--- src/hw/rtl/kdhd_pkg.sv ---
// Shared types, codes and helpers for the key debounce and hold detector.
package kdhd_pkg;

  localparam int unsigned NUM_KEYS_DEF = 4;
  localparam int unsigned PIN_W        = 4;
  localparam int unsigned KIDX_W       = 3;
  localparam int unsigned CNT_W        = 16;
  localparam int unsigned CFG_IDX_W    = 1;

  localparam logic [CNT_W-1:0] DEBOUNCE_RST = CNT_W'(5);
  localparam logic [CNT_W-1:0] HOLD_RST     = CNT_W'(100);

  typedef enum logic [2:0] {
    ACT_SCAN    = 3'd0,
    ACT_TEST    = 3'd1,
    ACT_PEEK    = 3'd2,
    ACT_CLR_KEY = 3'd3,
    ACT_CLR_ALL = 3'd4
  } action_e;

  typedef enum logic [2:0] {
    PH_IDLE      = 3'd0,
    PH_PRESSED   = 3'd1,
    PH_CONFIRMED = 3'd2,
    PH_HOLD      = 3'd3,
    PH_RELEASED  = 3'd4
  } key_phase_e;

  typedef enum logic [1:0] {
    EV_NONE    = 2'd0,
    EV_CLICK   = 2'd1,
    EV_HOLD    = 2'd2,
    EV_RELEASE = 2'd3
  } event_e;

  typedef enum logic [CFG_IDX_W-1:0] {
    CFG_DEBOUNCE = 1'b0,
    CFG_HOLD     = 1'b1
  } cfg_reg_e;

  typedef struct packed {
    event_e evt;
    logic   pressed_next;
  } lane_status_t;

  typedef struct packed {
    logic tick;
    logic clear;
  } lane_cmd_t;

  function automatic logic [CNT_W-1:0] sat_inc(input logic [CNT_W-1:0] c);
    return (c == {CNT_W{1'b1}}) ? c : c + CNT_W'(1);
  endfunction

endpackage

--- src/hw/rtl/kdhd_lane.sv ---
// Per-key debounce and hold state machine with its latched event.
module kdhd_lane (
  input  logic                  clk_i,
  input  logic                  rst_ni,
  input  kdhd_pkg::lane_cmd_t   cmd_i,
  input  logic                  down_i,
  input  logic [15:0]           debounce_ticks_i,
  input  logic [15:0]           hold_ticks_i,
  output kdhd_pkg::lane_status_t status_o
);
  import kdhd_pkg::*;

  key_phase_e       phase_q, phase_d;
  logic [CNT_W-1:0] deb_q, deb_d;
  logic [CNT_W-1:0] hold_q, hold_d;
  event_e           evt_q, evt_d;
  logic             pressed_q, pressed_d;
  logic [CNT_W-1:0] deb_inc, hold_inc;

  always_ff @(posedge clk_i or negedge rst_ni) begin
    if (!rst_ni) begin
      phase_q   <= PH_IDLE;
      deb_q     <= '0;
      hold_q    <= '0;
      evt_q     <= EV_NONE;
      pressed_q <= 1'b0;
    end else begin
      phase_q   <= phase_d;
      deb_q     <= deb_d;
      hold_q    <= hold_d;
      evt_q     <= evt_d;
      pressed_q <= pressed_d;
    end
  end

  always_comb begin
    deb_inc   = sat_inc(deb_q);
    hold_inc  = sat_inc(hold_q);
    phase_d   = phase_q;
    deb_d     = deb_q;
    hold_d    = hold_q;
    evt_d     = evt_q;
    pressed_d = pressed_q;
    if (cmd_i.tick) begin
      unique case (phase_q)
        PH_PRESSED: begin
          if (down_i) begin
            deb_d = deb_inc;
            if (deb_inc >= debounce_ticks_i) begin
              phase_d   = PH_CONFIRMED;
              pressed_d = 1'b1;
              hold_d    = '0;
              evt_d     = EV_CLICK;
            end
          end else begin
            phase_d = PH_IDLE;
            deb_d   = '0;
          end
        end
        PH_CONFIRMED: begin
          if (down_i) begin
            hold_d = hold_inc;
            if (hold_inc >= hold_ticks_i) begin
              phase_d = PH_HOLD;
              evt_d   = EV_HOLD;
            end
          end else begin
            phase_d = PH_RELEASED;
            deb_d   = '0;
          end
        end
        PH_HOLD: begin
          if (!down_i) begin
            phase_d = PH_RELEASED;
            deb_d   = '0;
          end
        end
        PH_RELEASED: begin
          if (!down_i) begin
            deb_d = deb_inc;
            if (deb_inc >= debounce_ticks_i) begin
              phase_d   = PH_IDLE;
              pressed_d = 1'b0;
              evt_d     = EV_RELEASE;
              deb_d     = '0;
              hold_d    = '0;
            end
          end else begin
            phase_d = PH_CONFIRMED;
            deb_d   = '0;
          end
        end
        default: begin
          phase_d = PH_IDLE;
          if (down_i) begin
            phase_d = PH_PRESSED;
            deb_d   = '0;
          end
        end
      endcase
    end
    if (cmd_i.clear) begin
      evt_d = EV_NONE;
    end
  end

  assign status_o.evt          = evt_q;
  assign status_o.pressed_next = pressed_d;

endmodule

--- src/hw/rtl/kdhd_merge.sv ---
// Action decode, addressed-key selection and the registered result stage.
module kdhd_merge #(
  parameter int unsigned NUM_KEYS = kdhd_pkg::NUM_KEYS_DEF
) (
  input  logic                           clk_i,
  input  logic                           rst_ni,
  input  logic                           in_valid_i,
  output logic                           in_ready_o,
  input  logic [2:0]                     action_i,
  input  logic [kdhd_pkg::KIDX_W-1:0]    key_index_i,
  input  logic [1:0]                     expected_event_i,
  input  kdhd_pkg::lane_status_t         status_i [NUM_KEYS],
  output kdhd_pkg::lane_cmd_t            cmd_o [NUM_KEYS],
  output logic                           out_valid_o,
  input  logic                           out_ready_i,
  output logic                           matched_o,
  output logic [1:0]                     event_code_o,
  output logic [kdhd_pkg::PIN_W-1:0]     pressed_mask_o
);
  import kdhd_pkg::*;

  logic             accept;
  logic             key_ok;
  event_e           cur_evt;
  logic             hit;
  logic             matched_d;
  event_e           code_d;
  logic [PIN_W-1:0] mask_d;
  logic             valid_q;
  logic             matched_q;
  event_e           code_q;
  logic [PIN_W-1:0] mask_q;
  action_e          act;

  assign act        = action_e'(action_i);
  assign in_ready_o = !valid_q || out_ready_i;
  assign accept     = in_valid_i && in_ready_o;
  assign key_ok     = int'(key_index_i) < int'(NUM_KEYS);

  always_comb begin
    cur_evt = EV_NONE;
    for (int k = 0; k < NUM_KEYS; k++) begin
      if (int'(key_index_i) == k) begin
        cur_evt = status_i[k].evt;
      end
    end
    hit = key_ok && (act == ACT_TEST) && (expected_event_i != EV_NONE) &&
          (cur_evt == event_e'(expected_event_i));
    matched_d = hit;
    code_d    = EV_NONE;
    if (key_ok && (act == ACT_TEST || act == ACT_PEEK || act == ACT_CLR_KEY)) begin
      code_d = cur_evt;
    end
    mask_d = '0;
    for (int k = 0; k < PIN_W && k < NUM_KEYS; k++) begin
      mask_d[k] = status_i[k].pressed_next;
    end
    for (int k = 0; k < NUM_KEYS; k++) begin
      cmd_o[k].tick  = accept && (act == ACT_SCAN);
      cmd_o[k].clear = accept && ((act == ACT_CLR_ALL) ||
                       ((int'(key_index_i) == k) && ((act == ACT_CLR_KEY) || hit)));
    end
  end

  always_ff @(posedge clk_i or negedge rst_ni) begin
    if (!rst_ni) begin
      valid_q <= 1'b0;
    end else if (in_ready_o) begin
      valid_q <= in_valid_i;
    end
  end

  always_ff @(posedge clk_i) begin
    if (accept) begin
      matched_q <= matched_d;
      code_q    <= code_d;
      mask_q    <= mask_d;
    end
  end

  assign out_valid_o    = valid_q;
  assign matched_o      = matched_q;
  assign event_code_o   = code_q;
  assign pressed_mask_o = mask_q;

endmodule

--- src/hw/rtl/key_debounce_hold_detector.sv ---
// Top level of the key debounce and hold detector: config registers, key lanes, merge stage.
// A result is registered when its transaction is accepted and is shown from the next cycle on.
// Throughput: one transaction per cycle while the held result is taken; the output register is the only stage.
// Each key lane updates its state when a scan is accepted, so the next transaction needs no wait.
// Reset: all keys idle with counters cleared, no latched events, no pressed flags,
// debounce_ticks 5 and hold_ticks 100; the block is ready right after reset.
module key_debounce_hold_detector #(
  parameter int unsigned NUM_KEYS = kdhd_pkg::NUM_KEYS_DEF
) (
  input  logic                              clk_i,
  input  logic                              rst_ni,
  input  logic                              cfg_we_i,
  input  logic [kdhd_pkg::CFG_IDX_W-1:0]    cfg_index_i,
  input  logic [kdhd_pkg::CNT_W-1:0]        cfg_data_i,
  input  logic                              in_valid_i,
  output logic                              in_ready_o,
  input  logic [2:0]                        action_i,
  input  logic [kdhd_pkg::PIN_W-1:0]        pin_levels_i,
  input  logic [kdhd_pkg::KIDX_W-1:0]       key_index_i,
  input  logic [1:0]                        expected_event_i,
  output logic                              out_valid_o,
  input  logic                              out_ready_i,
  output logic                              matched_o,
  output logic [1:0]                        event_code_o,
  output logic [kdhd_pkg::PIN_W-1:0]        pressed_mask_o
);
  import kdhd_pkg::*;

  logic [CNT_W-1:0] debounce_ticks_q;
  logic [CNT_W-1:0] hold_ticks_q;
  lane_status_t     status [NUM_KEYS];
  lane_cmd_t        cmd [NUM_KEYS];

  always_ff @(posedge clk_i or negedge rst_ni) begin
    if (!rst_ni) begin
      debounce_ticks_q <= DEBOUNCE_RST;
      hold_ticks_q     <= HOLD_RST;
    end else if (cfg_we_i) begin
      unique case (cfg_reg_e'(cfg_index_i))
        CFG_DEBOUNCE: debounce_ticks_q <= cfg_data_i;
        CFG_HOLD:     hold_ticks_q     <= cfg_data_i;
        default:      ;
      endcase
    end
  end

  for (genvar k = 0; k < NUM_KEYS; k++) begin : g_lane
    logic down;
    if (k < PIN_W) begin : g_pin
      assign down = !pin_levels_i[k];
    end else begin : g_nopin
      assign down = 1'b0;
    end
    kdhd_lane u_lane (
      .clk_i            (clk_i),
      .rst_ni           (rst_ni),
      .cmd_i            (cmd[k]),
      .down_i           (down),
      .debounce_ticks_i (debounce_ticks_q),
      .hold_ticks_i     (hold_ticks_q),
      .status_o         (status[k])
    );
  end

  kdhd_merge #(
    .NUM_KEYS (NUM_KEYS)
  ) u_merge (
    .clk_i            (clk_i),
    .rst_ni           (rst_ni),
    .in_valid_i       (in_valid_i),
    .in_ready_o       (in_ready_o),
    .action_i         (action_i),
    .key_index_i      (key_index_i),
    .expected_event_i (expected_event_i),
    .status_i         (status),
    .cmd_o            (cmd),
    .out_valid_o      (out_valid_o),
    .out_ready_i      (out_ready_i),
    .matched_o        (matched_o),
    .event_code_o     (event_code_o),
    .pressed_mask_o   (pressed_mask_o)
  );

endmodule

--- config.mk ---
export PLATFORM = sky130hd
export DESIGN_NAME = key_debounce_hold_detector
export DESIGN_NICKNAME = d
export VERILOG_FILES = /design/src/hw/rtl/kdhd_pkg.sv /design/src/hw/rtl/kdhd_lane.sv /design/src/hw/rtl/kdhd_merge.sv /design/src/hw/rtl/key_debounce_hold_detector.sv
export SDC_FILE = /design/constraint.sdc
export NUM_CORES = 1
export LEC_CHECK = 0
export BUFFER_PORTS_ARGS = -buffer_cell sky130_fd_sc_hd__buf_2
export CORE_ASPECT_RATIO = 2
export CORE_UTILIZATION = 30
export CTS_BUF_LIST = sky130_fd_sc_hd__clkbuf_8
export CTS_CLUSTER_SIZE = 8
export DETAILED_ROUTE_END_ITERATION = 6
export MAX_ROUTING_LAYER = met4
export PLACE_DENSITY = 0.46
export RECOVER_POWER = 100
export SLEW_MARGIN = 20
export SYNTH_ARGS = -nofsm -noshare
export SYNTH_HDL_FRONTEND = slang
export SYNTH_SLANG_ARGS = --single-unit
--- constraint.sdc ---
create_clock -name clk_i -period 11.8 [get_ports clk_i]
set_clock_uncertainty 0.15 [all_clocks]
set_input_delay 2.36 -clock clk_i [delete_from_list [all_inputs] [get_ports clk_i]]
set_output_delay 2.36 -clock clk_i [all_outputs]
set_load 0.005 [all_outputs]
==> impl_metrics.env <==
export IMPL_via_per_inst=5.49
export IMPL_synth_top_area_cell="dfrtp_1"
export IMPL_synth_most_common_cell="dfrtp_1"
export IMPL_routedWlPerCell_um=19.9
export IMPL_cp_required_ns=12.04
export IMPL_synth_seq_area_share_pct=33.9
export IMPL_synth_async_reset_ratio_pct=96.4
export IMPL_final_core_util_pct=33.3
export IMPL_synth_xor_xnor_area_share_pct=5.57
export IMPL_tightest_slew_ns=3.67
export IMPL_num_nets_final=1837
export IMPL_slew_headroom_pct=-145
export IMPL_start_util_pct=30.6
export IMPL_cts_root_buf="clkbuf_8"
export IMPL_crit_path_end_kind="register"
export IMPL_dp_worst_setup_slack_ns=6.50
export IMPL_synth_simple_area_share_pct=20.7
export IMPL_ys_ff_latch=192
export IMPL_yosys_warnings=0
export IMPL_grt_pass1_vias=12505
export IMPL_htree_num_levels=4
export IMPL_leakagePower_nw=6.96
export IMPL_hold_violations=0
export IMPL_drc=0
export IMPL_clock_fmax_ghz=0.166
export IMPL_path_class="register to register"
export IMPL_multi_input_area_mm2=0.00895
export IMPL_synthTopCellsByCount="180 x dfrtp_1, 156 x nand2_1, 141 x o21ai_0"
export IMPL_dieArea_mm2=0.0486
export IMPL_ir_drop_mv=0.0668
export IMPL_syn_avg_cell_area_um2=8.64
export IMPL_fill_cells=4959
export IMPL_synth_cell_types=74
export IMPL_worstPathArrival_ns=6.26
export IMPL_syn_to_final_growth_pct=8.98
export IMPL_finalNonFillerCells=2311
export IMPL_maxCapViolations=3
export IMPL_clkLatencyLatePin_ns=0.53
export IMPL_p_sw_share_pct=35.9
export IMPL_grt_first_pass_wirelength_um=71100
export IMPL_first_pass_iters=5
export IMPL_dp_cells=2275
export IMPL_numPortBuffers=42
export IMPL_synth_compound_area_share_pct=21.3
export IMPL_violations="capacitance limit, slew limit"
export IMPL_rrSetupSlack_ns=5.78
export IMPL_ctsResizeCount=0
export IMPL_status="complete, but fails checks"
export IMPL_cts_made_buffers=17
export IMPL_use_met1_pct=19.2
export IMPL_seq_power_share_pct=45.5
export IMPL_drv_slew=105
export IMPL_rows=112
export IMPL_dieWidth_um=156
export IMPL_pwr_share_comb_pct=26.3
export IMPL_antenna_found_initial=3
export IMPL_synth_nets=1826
export IMPL_wirelength_um=46000
export IMPL_cts_sinks=192
export IMPL_power_switching_w=0.000644
export IMPL_finalCritPeriodShare_pct=51.0
export IMPL_core_mm2=0.0468
export IMPL_p_per_area_mw_per_mm2=115
export IMPL_regArea_mm2=0.00485
export IMPL_clk_path_buf_depth=2
export IMPL_synthFlopType="dfrtp_1"
export IMPL_clkTransAtPathRegs_ns=0.11
export IMPL_gp_congestion=0.845
export IMPL_synth_mux_area_share_pct=2.99
export IMPL_synth_area_mm2=0.0143
export IMPL_dp_hpwl_um=35900
export IMPL_ys_top_cells_by_area="dfrtp_1 31%, ha_1 12%, o21ai_0 4.9%"
export IMPL_die_h_um=311
export IMPL_layout_drive_gt1_share_pct=7.20
export IMPL_setup_viol=0
export IMPL_ant_nets=0
export IMPL_min_delay_start="g_lane[0].u_lane.evt_q[1]"
export IMPL_critPathMaxFanout=19
export IMPL_drt_iter0_drc=610
export IMPL_top_usage_layer="met2"
export IMPL_setup_tns_ns=0
export IMPL_cts_setup_buffers=0
export IMPL_synth_edf_count=7
export IMPL_grt_use_total_pct=20.0
export IMPL_synth_top_family_by_area="compound AO/OA/AOI/OAI gates"
export IMPL_synth_top_area_share_pct=31.5
export IMPL_power_frac_clock_pct=28.2
export IMPL_synthesis_instances=1656
export IMPL_p_int_w=0.00115
export IMPL_fin_crit_ns=6.02
export IMPL_power_total_w=0.00179
export IMPL_overflow=0
export IMPL_rsz0062_at_grt="no"
export IMPL_setup_slack_ns=5.78
export IMPL_hold_path_class="register to register"
export IMPL_crit_start="g_lane[1].u_lane.deb_q[4]"
export IMPL_grt_max_degree=65
export IMPL_cts_hold_buffers_added=0
export IMPL_synthAdderAreaFrac_pct=11.9
export IMPL_vias=12680
export IMPL_grt_use_met3_pct=2.37
export IMPL_io_pins=43
export IMPL_met2_usage_pct=38.5
export IMPL_reg2reg_from="g_lane[1].u_lane.deb_q[4]"
export IMPL_critPathLaunchType="register"
export IMPL_cts_tree="done"
flip-flops by register name, indices dropped and copies added, names as in the netlist:
signal                   flops
u_merge.matched_o            1
g_lane.u_lane.deb_q         64
g_lane.u_lane.hold_q        64
hold_ticks_q                16
g_lane.u_lane.phase_q       12
g_lane.u_lane.pressed_q      4
u_merge.pressed_mask_o       4
debounce_ticks_q            16
u_merge.out_valid_o          1
u_merge.event_code_o         2
g_lane.u_lane.evt_q          8
worst max-delay path, stage by stage (launching register included):
cell      delay [ns]
dfrtp_1         0.50
and3_1          0.22
nand4_1         0.38
nor4_1          1.02
nor2_1          0.17
xor2_1          0.20
ha_1            0.29
nand4_1         0.09
nand3_1         0.10
a31oi_1         0.05
o41ai_1         1.50
o21ai_0         0.25
clkbuf_1        0.45
a21oi_1         0.38
o21ai_0         0.12
cell families after synthesis:
logic type	after synthesis
compound gates	475
mux	37
fa+ha+maj	136
flops	192
buf+inv	136
simple gates	589
xor+xnor	91
power by group through the flow:
stage,Sequential (W),Combinational (W),Clock [W]
2_1_floorplan,0.000778,0.000352,0
3_3_place_gp,0.000826,0.000468,0
3_5_place_dp,0.000827,0.000480,0
4_1_cts,0.000814,0.000483,0.000526
5_1_grt,0.000827,0.000536,0.000545
6_report,0.000815,0.000471,0.000506
layout by cell type (no fill, tap or decap), types with 36 or more instances in the layout:
cell,count
xnor2_1,60
buf_2,36
nand3_1,77
o21ai_0,142
a21oi_1,107
dfrtp_1,180
inv_1,71
ha_1,136
nor3_1,39
a22o_1,38
nand4_1,48
nor2_1,106
nand2_1,156
through the flow:
stage	cell area [µm²]	hold slack (ns)
2_1_floorplan	14300	0.309
3_5_place_dp	15200	0.331
6_report	15600	0.359
5_1_grt	15600	0.382
3_3_place_gp	15200	0.325
4_1_cts	15600	0.364
final timing paths:
path                                              endpoint  cells after the start
worst min-delay path             g_lane[0].u_lane.evt_q[1]                      1
worst max-delay path             g_lane[1].u_lane.deb_q[1]                     14
min in group asynchronous       g_lane[2].u_lane.hold_q[6]                      1
worst min register to register   g_lane[0].u_lane.evt_q[1]                      1
worst max register to register   g_lane[1].u_lane.deb_q[1]                     14
max in group asynchronous       g_lane[0].u_lane.deb_q[15]                      2
layer usage:
metal / vias up / share of wire, %
met2: 196 / 57
met3: 79 / 1.9
met4: 0 / 4.6
met1: 6239 / 36
met5: - / 0
li1: 6166 / -
layout make-up:
cell class | count | area share (%)
repair buffers | 60 | 2.02
multi-input cells | 1328 | 57.4
clock buffers | 19 | 1.68
clock inverters | 13 | 1.10
well taps | 627 | 5.03
diodes | 4 | 0.0642
flip-flops and latches | 192 | 31.1
inverters | 68 | 1.64
(Power assumes the default switching activity.)
